<file path="src/design/sha1h_pkg.sv">
// shared types, constants and round functions for the sha-1 message hasher
package sha1h_pkg;

    typedef logic [31:0] word_t;

    localparam word_t Iv0 = 32'h67452301;
    localparam word_t Iv1 = 32'hEFCDAB89;
    localparam word_t Iv2 = 32'h98BADCFE;
    localparam word_t Iv3 = 32'h10325476;
    localparam word_t Iv4 = 32'hC3D2E1F0;

    localparam word_t K0 = 32'h5A827999;
    localparam word_t K1 = 32'h6ED9EBA1;
    localparam word_t K2 = 32'h8F1BBCDC;
    localparam word_t K3 = 32'hCA62C1D6;

    localparam logic [7:0] PadMarker = 8'h80;
    localparam logic [6:0] LastRound = 7'd79;
    localparam logic [5:0] LastPos   = 6'd63;

    typedef enum logic [2:0] {
        ST_IDLE,
        ST_PREP,
        ST_ROUND,
        ST_FOLD,
        ST_PAD,
        ST_DONE
    } sha1h_state_t;

    // schedule memory control
    typedef struct packed {
        logic       fill_we;
        logic [3:0] fill_addr;
        logic       rnd_we;
        logic [3:0] rnd_addr;
        logic [6:0] rd_idx;
    } sch_ctl_t;

    // round datapath control
    typedef struct packed {
        logic       chain_init;
        logic       load;
        logic       step;
        logic       fold;
        logic [6:0] t;
    } rnd_ctl_t;

    function automatic word_t round_f(input logic [6:0] t, input word_t b,
                                      input word_t c, input word_t d);
        word_t r;
        if (t < 7'd20)
            r = (b & c) | (~b & d);
        else if (t < 7'd40)
            r = b ^ c ^ d;
        else if (t < 7'd60)
            r = (b & c) | (b & d) | (c & d);
        else
            r = b ^ c ^ d;
        return r;
    endfunction

    function automatic word_t round_k(input logic [6:0] t);
        word_t r;
        if (t < 7'd20)
            r = K0;
        else if (t < 7'd40)
            r = K1;
        else if (t < 7'd60)
            r = K2;
        else
            r = K3;
        return r;
    endfunction

endpackage

</file>
<file path="src/design/sha1h_sched.sv">
// message block and schedule memory, two copies with two read ports each
module sha1h_sched
    import sha1h_pkg::*;
(
    input  logic     clk,
    input  logic     rst_n,
    input  sch_ctl_t ctl,
    input  word_t    fill_data,
    output word_t    w
);

    word_t mem_a [16];
    word_t mem_b [16];

    word_t      qa0_reg;
    word_t      qa1_reg;
    word_t      qb0_reg;
    word_t      qb1_reg;
    logic       is_msg_reg;
    logic       is_msg_next;
    logic [3:0] ra0;
    logic [3:0] ra1;
    logic [3:0] rb0;
    logic [3:0] rb1;
    logic       we;
    logic [3:0] waddr;
    word_t      wdata;
    word_t      mix;

    // taps of w[t-16], w[t-14], w[t-8] and w[t-3]
    assign ra0 = ctl.rd_idx[3:0];
    assign ra1 = ctl.rd_idx[3:0] + 4'd2;
    assign rb0 = ctl.rd_idx[3:0] + 4'd8;
    assign rb1 = ctl.rd_idx[3:0] + 4'd13;
    assign is_msg_next = (ctl.rd_idx[6:4] == 3'd0);

    assign we    = ctl.fill_we | ctl.rnd_we;
    assign waddr = ctl.fill_we ? ctl.fill_addr : ctl.rnd_addr;
    assign wdata = ctl.fill_we ? fill_data : w;

    always_ff @(posedge clk)
    begin
        if (we)
        begin
            mem_a[waddr] <= wdata;
            mem_b[waddr] <= wdata;
        end
        qa0_reg <= mem_a[ra0];
        qa1_reg <= mem_a[ra1];
        qb0_reg <= mem_b[rb0];
        qb1_reg <= mem_b[rb1];
    end

    always_ff @(posedge clk or negedge rst_n)
    begin
        if (!rst_n)
            is_msg_reg <= 1'b1;
        else
            is_msg_reg <= is_msg_next;
    end

    assign mix = qa0_reg ^ qa1_reg ^ qb0_reg ^ qb1_reg;
    assign w   = is_msg_reg ? qa0_reg : {mix[30:0], mix[31]};

endmodule

</file>
<file path="src/design/sha1h_round.sv">
// chaining words and the one-round-per-cycle compression datapath
module sha1h_round
    import sha1h_pkg::*;
(
    input  logic     clk,
    input  logic     rst_n,
    input  rnd_ctl_t ctl,
    input  word_t    w,
    output word_t    chain [5]
);

    word_t h_reg [5];
    word_t a_reg;
    word_t b_reg;
    word_t c_reg;
    word_t d_reg;
    word_t e_reg;
    word_t tmp;

    assign tmp = {a_reg[26:0], a_reg[31:27]} + round_f(ctl.t, b_reg, c_reg, d_reg)
               + e_reg + round_k(ctl.t) + w;

    always_ff @(posedge clk or negedge rst_n)
    begin
        if (!rst_n)
        begin
            h_reg[0] <= Iv0;
            h_reg[1] <= Iv1;
            h_reg[2] <= Iv2;
            h_reg[3] <= Iv3;
            h_reg[4] <= Iv4;
        end
        else if (ctl.chain_init)
        begin
            h_reg[0] <= Iv0;
            h_reg[1] <= Iv1;
            h_reg[2] <= Iv2;
            h_reg[3] <= Iv3;
            h_reg[4] <= Iv4;
        end
        else if (ctl.fold)
        begin
            h_reg[0] <= h_reg[0] + a_reg;
            h_reg[1] <= h_reg[1] + b_reg;
            h_reg[2] <= h_reg[2] + c_reg;
            h_reg[3] <= h_reg[3] + d_reg;
            h_reg[4] <= h_reg[4] + e_reg;
        end
    end

    always_ff @(posedge clk)
    begin
        if (ctl.load)
        begin
            a_reg <= h_reg[0];
            b_reg <= h_reg[1];
            c_reg <= h_reg[2];
            d_reg <= h_reg[3];
            e_reg <= h_reg[4];
        end
        else if (ctl.step)
        begin
            a_reg <= tmp;
            b_reg <= a_reg;
            c_reg <= {b_reg[1:0], b_reg[31:2]};
            d_reg <= c_reg;
            e_reg <= d_reg;
        end
    end

    assign chain = h_reg;

endmodule

</file>
<file path="src/design/sha1_message_hasher.sv">
// sha-1 message hasher top level: byte intake, padding control and digest output
//
// Takes one message byte per transaction; an end-of-message transaction, which
// may also carry a last byte, closes the message, and the 160-bit digest is
// then presented on the output. A byte that does not complete a 64-byte block
// is simply stored. The byte that completes a block starts a compression (one
// memory read to prime the schedule, 80 rounds at one per cycle on a single
// round datapath, then a fold into the chaining words), and no input is taken
// until it ends. Closing a message writes the padding and the length one byte
// per cycle into the block memory (9 to 72 bytes), runs one or two
// compressions, and then holds the digest in an output register; input is
// taken again while that digest waits, unless a second digest is ready before
// the first is taken.
module sha1_message_hasher
    import sha1h_pkg::*;
(
    input  logic        clk,
    input  logic        rst_n,
    input  logic        in_valid,
    output logic        in_ready,
    input  logic [7:0]  data_byte,
    input  logic        has_byte,
    input  logic        end_of_message,
    output logic        out_valid,
    input  logic        out_ready,
    output logic [31:0] digest_word0,
    output logic [31:0] digest_word1,
    output logic [31:0] digest_word2,
    output logic [31:0] digest_word3,
    output logic [31:0] digest_word4
);

    sha1h_state_t state_reg;
    sha1h_state_t state_next;

    logic [63:0] bc_reg;
    logic [63:0] bc_next;
    logic [63:0] len_reg;
    logic [23:0] acc_reg;
    logic [6:0]  rnd_reg;
    logic [6:0]  rnd_next;
    logic        closing_reg;
    logic        marker_reg;
    logic        wrap_reg;
    logic        len_done_reg;
    logic        dout_valid_reg;
    word_t       dig_reg [5];

    logic [5:0]  pos;
    logic        in_fire;
    logic        absorb_en;
    logic        pad_en;
    logic        len_zone;
    logic        done_exit;
    logic [7:0]  pad_byte;
    logic [7:0]  abs_byte;
    logic [63:0] len_shift;
    word_t       fill_data;
    word_t       w;
    word_t       chain [5];
    sch_ctl_t    sch_ctl;
    rnd_ctl_t    rnd_ctl;

    assign pos       = bc_reg[8:3];
    assign len_zone  = marker_reg && (pos[5:3] == 3'b111) && !wrap_reg;
    assign len_shift = len_reg << {pos[2:0], 3'b000};
    assign fill_data = {acc_reg, abs_byte};

    always_comb
    begin
        if (!marker_reg)
            pad_byte = PadMarker;
        else if (len_zone)
            pad_byte = len_shift[63:56];
        else
            pad_byte = 8'h00;
    end

    // next state
    always_comb
    begin
        state_next = state_reg;
        unique case (state_reg)
            ST_IDLE:
            begin
                if (in_valid)
                begin
                    if (has_byte && (pos == LastPos))
                        state_next = ST_PREP;
                    else if (end_of_message)
                        state_next = ST_PAD;
                end
            end
            ST_PAD:
            begin
                if (pos == LastPos)
                    state_next = ST_PREP;
            end
            ST_PREP:
                state_next = ST_ROUND;
            ST_ROUND:
            begin
                if (rnd_reg == LastRound)
                    state_next = ST_FOLD;
            end
            ST_FOLD:
            begin
                if (len_done_reg)
                    state_next = ST_DONE;
                else if (closing_reg)
                    state_next = ST_PAD;
                else
                    state_next = ST_IDLE;
            end
            ST_DONE:
            begin
                if (!dout_valid_reg || out_ready)
                    state_next = ST_IDLE;
            end
            default:
                state_next = ST_IDLE;
        endcase
    end

    // outputs of the state machine
    always_comb
    begin
        in_ready  = 1'b0;
        pad_en    = 1'b0;
        done_exit = 1'b0;
        rnd_next  = rnd_reg;
        rnd_ctl   = '0;
        sch_ctl   = '0;
        unique case (state_reg)
            ST_IDLE:
                in_ready = 1'b1;
            ST_PAD:
                pad_en = 1'b1;
            ST_PREP:
            begin
                rnd_next    = 7'd0;
                rnd_ctl.load = 1'b1;
            end
            ST_ROUND:
            begin
                rnd_next         = rnd_reg + 7'd1;
                rnd_ctl.step     = 1'b1;
                sch_ctl.rnd_we   = 1'b1;
                sch_ctl.rnd_addr = rnd_reg[3:0];
                sch_ctl.rd_idx   = rnd_reg + 7'd1;
            end
            ST_FOLD:
                rnd_ctl.fold = 1'b1;
            ST_DONE:
                done_exit = !dout_valid_reg || out_ready;
            default:
                in_ready = 1'b0;
        endcase
        in_fire            = in_valid && in_ready;
        absorb_en          = (in_fire && has_byte) || pad_en;
        abs_byte           = pad_en ? pad_byte : data_byte;
        sch_ctl.fill_we    = absorb_en && (pos[1:0] == 2'b11);
        sch_ctl.fill_addr  = pos[5:2];
        rnd_ctl.chain_init = done_exit;
        rnd_ctl.t          = rnd_reg;
    end

    always_comb
    begin
        bc_next = bc_reg;
        if (done_exit)
            bc_next = 64'd0;
        else if (absorb_en)
            bc_next = bc_reg + 64'd8;
    end

    always_ff @(posedge clk or negedge rst_n)
    begin
        if (!rst_n)
        begin
            state_reg      <= ST_IDLE;
            bc_reg         <= 64'd0;
            rnd_reg        <= 7'd0;
            closing_reg    <= 1'b0;
            marker_reg     <= 1'b0;
            wrap_reg       <= 1'b0;
            len_done_reg   <= 1'b0;
            dout_valid_reg <= 1'b0;
        end
        else
        begin
            state_reg <= state_next;
            bc_reg    <= bc_next;
            rnd_reg   <= rnd_next;
            if (done_exit)
            begin
                closing_reg  <= 1'b0;
                marker_reg   <= 1'b0;
                wrap_reg     <= 1'b0;
                len_done_reg <= 1'b0;
            end
            else
            begin
                if (in_fire && end_of_message)
                    closing_reg <= 1'b1;
                if (pad_en && !marker_reg)
                begin
                    marker_reg <= 1'b1;
                    wrap_reg   <= (pos[5:3] == 3'b111);
                end
                else if (rnd_ctl.fold)
                    wrap_reg <= 1'b0;
                if (pad_en && len_zone && (pos == LastPos))
                    len_done_reg <= 1'b1;
            end
            if (done_exit)
                dout_valid_reg <= 1'b1;
            else if (out_ready)
                dout_valid_reg <= 1'b0;
        end
    end

    always_ff @(posedge clk)
    begin
        if (absorb_en)
            acc_reg <= {acc_reg[15:0], abs_byte};
        if (in_fire && end_of_message)
            len_reg <= bc_reg + (has_byte ? 64'd8 : 64'd0);
        if (done_exit)
            dig_reg <= chain;
    end

    sha1h_sched u_sched (
        .clk       (clk),
        .rst_n     (rst_n),
        .ctl       (sch_ctl),
        .fill_data (fill_data),
        .w         (w)
    );

    sha1h_round u_round (
        .clk   (clk),
        .rst_n (rst_n),
        .ctl   (rnd_ctl),
        .w     (w),
        .chain (chain)
    );

    assign out_valid    = dout_valid_reg;
    assign digest_word0 = dig_reg[0];
    assign digest_word1 = dig_reg[1];
    assign digest_word2 = dig_reg[2];
    assign digest_word3 = dig_reg[3];
    assign digest_word4 = dig_reg[4];

endmodule
</file>
<file path="config.mk">
export PLATFORM = sky130hd
export DESIGN_NAME = sha1_message_hasher
export DESIGN_NICKNAME = d
export VERILOG_FILES = /design/src/design/sha1h_pkg.sv /design/src/design/sha1h_sched.sv /design/src/design/sha1h_round.sv /design/src/design/sha1_message_hasher.sv
export SDC_FILE = /design/constraint.sdc
export NUM_CORES = 2
export LEC_CHECK = 0
export ABC_CLOCK_PERIOD_IN_PS = 6860
export BUFFER_PORTS_ARGS = -buffer_cell sky130_fd_sc_hd__clkbuf_2
export CORE_MARGIN = 2
export CORE_UTILIZATION = 45
export DETAILED_ROUTE_END_ITERATION = 16
export GPL_TIMING_DRIVEN = 0
export PLACE_DENSITY = 0.7
export SLEW_MARGIN = 20
export SYNTH_ARGS = -nofsm -noshare
export SYNTH_HDL_FRONTEND = slang
export SYNTH_SLANG_ARGS = --single-unit
</file>
<file path="constraint.sdc">
create_clock -name clk -period 6.86 [get_ports clk]
set_input_delay 1.372 -clock clk [delete_from_list [all_inputs] [get_ports clk]]
set_output_delay 1.372 -clock clk [all_outputs]
set_load 0.02 [all_outputs]
</file>
==> reports/qor.yml <==
clock_tree:
  cts_tree: "built"
  cts.sinks: 1282
  holdBufCountCts: 0
  clk_pin_slew_ns: 0.07
  clock_path_buffers: 3
  clk_latency_ns: 0.80
  root_buffer: "clkbuf_16"
  cts_made_buffers: 142
  htreeDepth: 4
timing:
  period_needed_ns: 6.67
  min_period_over_period_pct: 97.2
  fin_ws_ns: 0.195
  max_freq_ghz: 0.150
  hold_viol_final: 0
  setup_tns_ns: 0
  worstMarginPinSlew_ns: 1.33
  slew_violations: 0
  finalSetupViolCount: 0
  skew_ns: 0.0316
  slew_headroom_pct: 11.1
finish:
  largest_reg_flops: 512
  top_register: "u_sched.mem_b"
  antenna_cells: 0
  final_util_pct: 51.2
  instances_no_fill: 9318
  fin_area_mm2: 0.0803
  drive_gt1_share_pct: 11.8
  fill_cells: 13900
  finalNetCount: 7504
  area_delta_synth_final_pct: 12.8
place:
  place_inst: 9049
  pre_cts_slack_ns: -1.33
  io_buffers: 175
  place_hpwl_um: 191000
  placed_area_mm2: 0.0755
  gp_congestion: 1.01
floorplanning:
  initial_core_util_pct: 45.4
  io-pin-count: 176
  dieArea_mm2: 0.161
  die-width_um: 402
  die_h_um: 402
  rows: 145
  core_area_mm2: 0.157
global_route:
  grt_pass1_wl_um: 374000
  grt_overflow: 0
  grt_pass1_vias: 56600
  grtUsageTotal_pct: 31.3
  grt_max_degree: 101
  grt_antenna_before_repair: 12
logic_synthesis:
  post-synth-top-count-cell: "nand2_1"
  yosysTopAreaCell: "edfxtp_1"
  synth_seq_area_share_pct: 50.7
  netlist_top_cells_count: "nand2_1, edfxtp_1, nand3_1"
  synthCells: 6781
  synth-seq-cells: 1282
  synth_top_area_share_pct: 38.7
  synth_flop_cell: "edfxtp_1"
  syn_area_mm2: 0.0712
  syn_area_per_cell_um2: 10.5
  synth_nets: 7146
  synth_cell_types: 100
  synth_edf_count: 917
  synthArstFlopShare_pct: 18.5
  synth.top_cells.by_area: "edfxtp_1, nand2_1, dfrtp_1"
  yosysWarnings: 0
worst_hold_path:
  holdPathEnd: "acc_reg[10]"
  min_path_cells: 0
  min_from: "acc_reg[2]"
  hold_path_class: "reg -> reg"
critical_path:
  worstReg2RegEnd: "u_round.a_reg[31]"
  rr_startpoint: "rnd_reg[2]"
  r2r_cells: 23
  critical_path_class: "reg -> reg"
  r2r_slack_ns: 0.19
  critical_path.max_fanout: 10
  end_kind: "flip-flop"
  cp-start-kind: "flip-flop"
  critPathRequiredTime_ns: 7.41
  crit_arrival_ns: 7.21
routing:
  viasPerCell: 6.36
  drt_iter0_markers: 8998
  wirelength_um: 260000
  wl_per_cell_um: 27.9
  drt.antenna.violating_nets: 0
  routed-via-count: 59300
  first_pass_iters: 7
  drc: 0
power_and_ir_drop:
  peakVddDrop_mv: 0.214
  p_leak_nw: 31.1
  powerDensity_mw_per_mm2: 199
status:
  status: "finished, final reports clean"
run:
  cap_violations: 0
-- cells by family (layout without fill, tap and decap cells) --
family	count (synthesis)	after routing	synth area share, %
AOI/OAI and AO/OA	1126	1126	10.3
xor gates and xnor gates	368	368	4.53
adders and majority gates	351	351	7.47
buffers and inverters	529	1008	2.94
DFF	1282	1282	50.7
muxes	253	253	6.60
and+or+nand+nor	2872	2872	17.4
-- layer usage --
layer | vias to the layer above | part of all wire, % | GRT usage, %
met5 | - | 0.014 | 0
met4 | 6 | 6.6 | 18.3
met3 | 929 | 13 | 7.29
met2 | 4501 | 44 | 47.2
met1 | 28700 | 37 | 41.4
li1 | 25100 | - | -
-- how the worst max path moves through the flow --
stage | start | end | slack, ns | depth (start not counted)
after global routing | rnd_reg[2] | u_round.a_reg[31] | -0.01 | 23
after floorplan | rnd_reg[2] | u_round.a_reg[31] | 0.82 | 26
after detailed placement | rnd_reg[2] | u_round.a_reg[28] | -1.33 | 25
after global placement | rnd_reg[2] | u_round.a_reg[28] | -1.35 | 25
final | rnd_reg[2] | u_round.a_reg[31] | 0.19 | 23
after CTS | rnd_reg[3] | u_round.a_reg[31] | 0.008 | 24
-- layout make-up --
cell class	count	area [um^2]	area share, %
Inverter	133	514	0.641
Sequential cell	1282	36100	45.0
Buffer	396	1640	2.04
Clock buffer	185	3830	4.77
Multi-Input combinational cell	4970	33200	41.3
Tap cell	2058	2570	3.21
Timing Repair Buffer	214	1580	1.96
Clock inverter	80	838	1.04
-- report_power, final --
| part | internal, mW | leakage (nW) | switching [mW] | total (mW) |
|---|---|---|---|---|
| registers | 8.21 | 12.0 | 0.0000000000000000190 | 8.21 |
| clock network | 4.31 | 2.26 | 3.44 | 7.75 |
| logic | 0.00878 | 16.8 | 0.0375 | 0.0463 |
-- placed cells by master, fill, tap and decap left out, drive strengths merged, types with 79 or more instances in the layout --
| cell type | Yosys | layout |
|---|---|---|
| a21o | 79 | 79 |
| mux4 | 173 | 173 |
| nand2 | 1743 | 1743 |
| ha | 227 | 227 |
| a21oi | 284 | 284 |
| dfxtp | 128 | 128 |
| nor2 | 311 | 311 |
| edfxtp | 917 | 917 |
| xnor2 | 227 | 227 |
| a31oi | 120 | 120 |
| a311oi | 162 | 162 |
| fa | 124 | 124 |
| inv | 131 | 140 |
| clkbuf | 299 | 661 |
| buf | 97 | 134 |
| and3 | 164 | 164 |
| dfstp | 81 | 81 |
| nand3 | 357 | 357 |
| dfrtp | 156 | 156 |
| o21ai | 287 | 287 |
| xor2 | 141 | 141 |
| nor3 | 79 | 79 |
-- stage by stage --
stage                     power [mW]  hold slack [ns]
after floorplan                 8.37            0.426
after global placement          8.41            0.434
after detailed placement        8.42            0.432
after CTS                       16.0            0.448
after global routing            16.3            0.476
final                           16.0            0.452
-- what timing repair did --
item | in CTS | in global routing
endpoints found under the setup margin | 26 | 10
pin swaps | 2 | 2
setup buffers | 2 | 1
gates resized for setup | 17 | 18
-- critical path: stages, from the launching register on --
cell        delay (ns)
dfrtp_1           0.36
clkbuf_1          0.20
and3_1            0.30
a21oi_4           0.24
clkinvlp_4        0.18
nor2_4            0.24
inv_4             0.10
clkbuf_2          0.26
o32ai_1           0.25
nor2_2            0.14
fa_1              0.50
fa_1              0.55
fa_1              0.45
ha_1              0.37
a21o_1            0.23
a2111oi_2         0.21
o21ai_1           0.17
and3_2            0.24
o211ai_1          0.29
a31oi_2           0.17
or4_1             0.42
a31oi_1           0.28
xnor2_1           0.19
o21ai_1           0.08
Note: power is estimated with default switching activity, not from simulation.
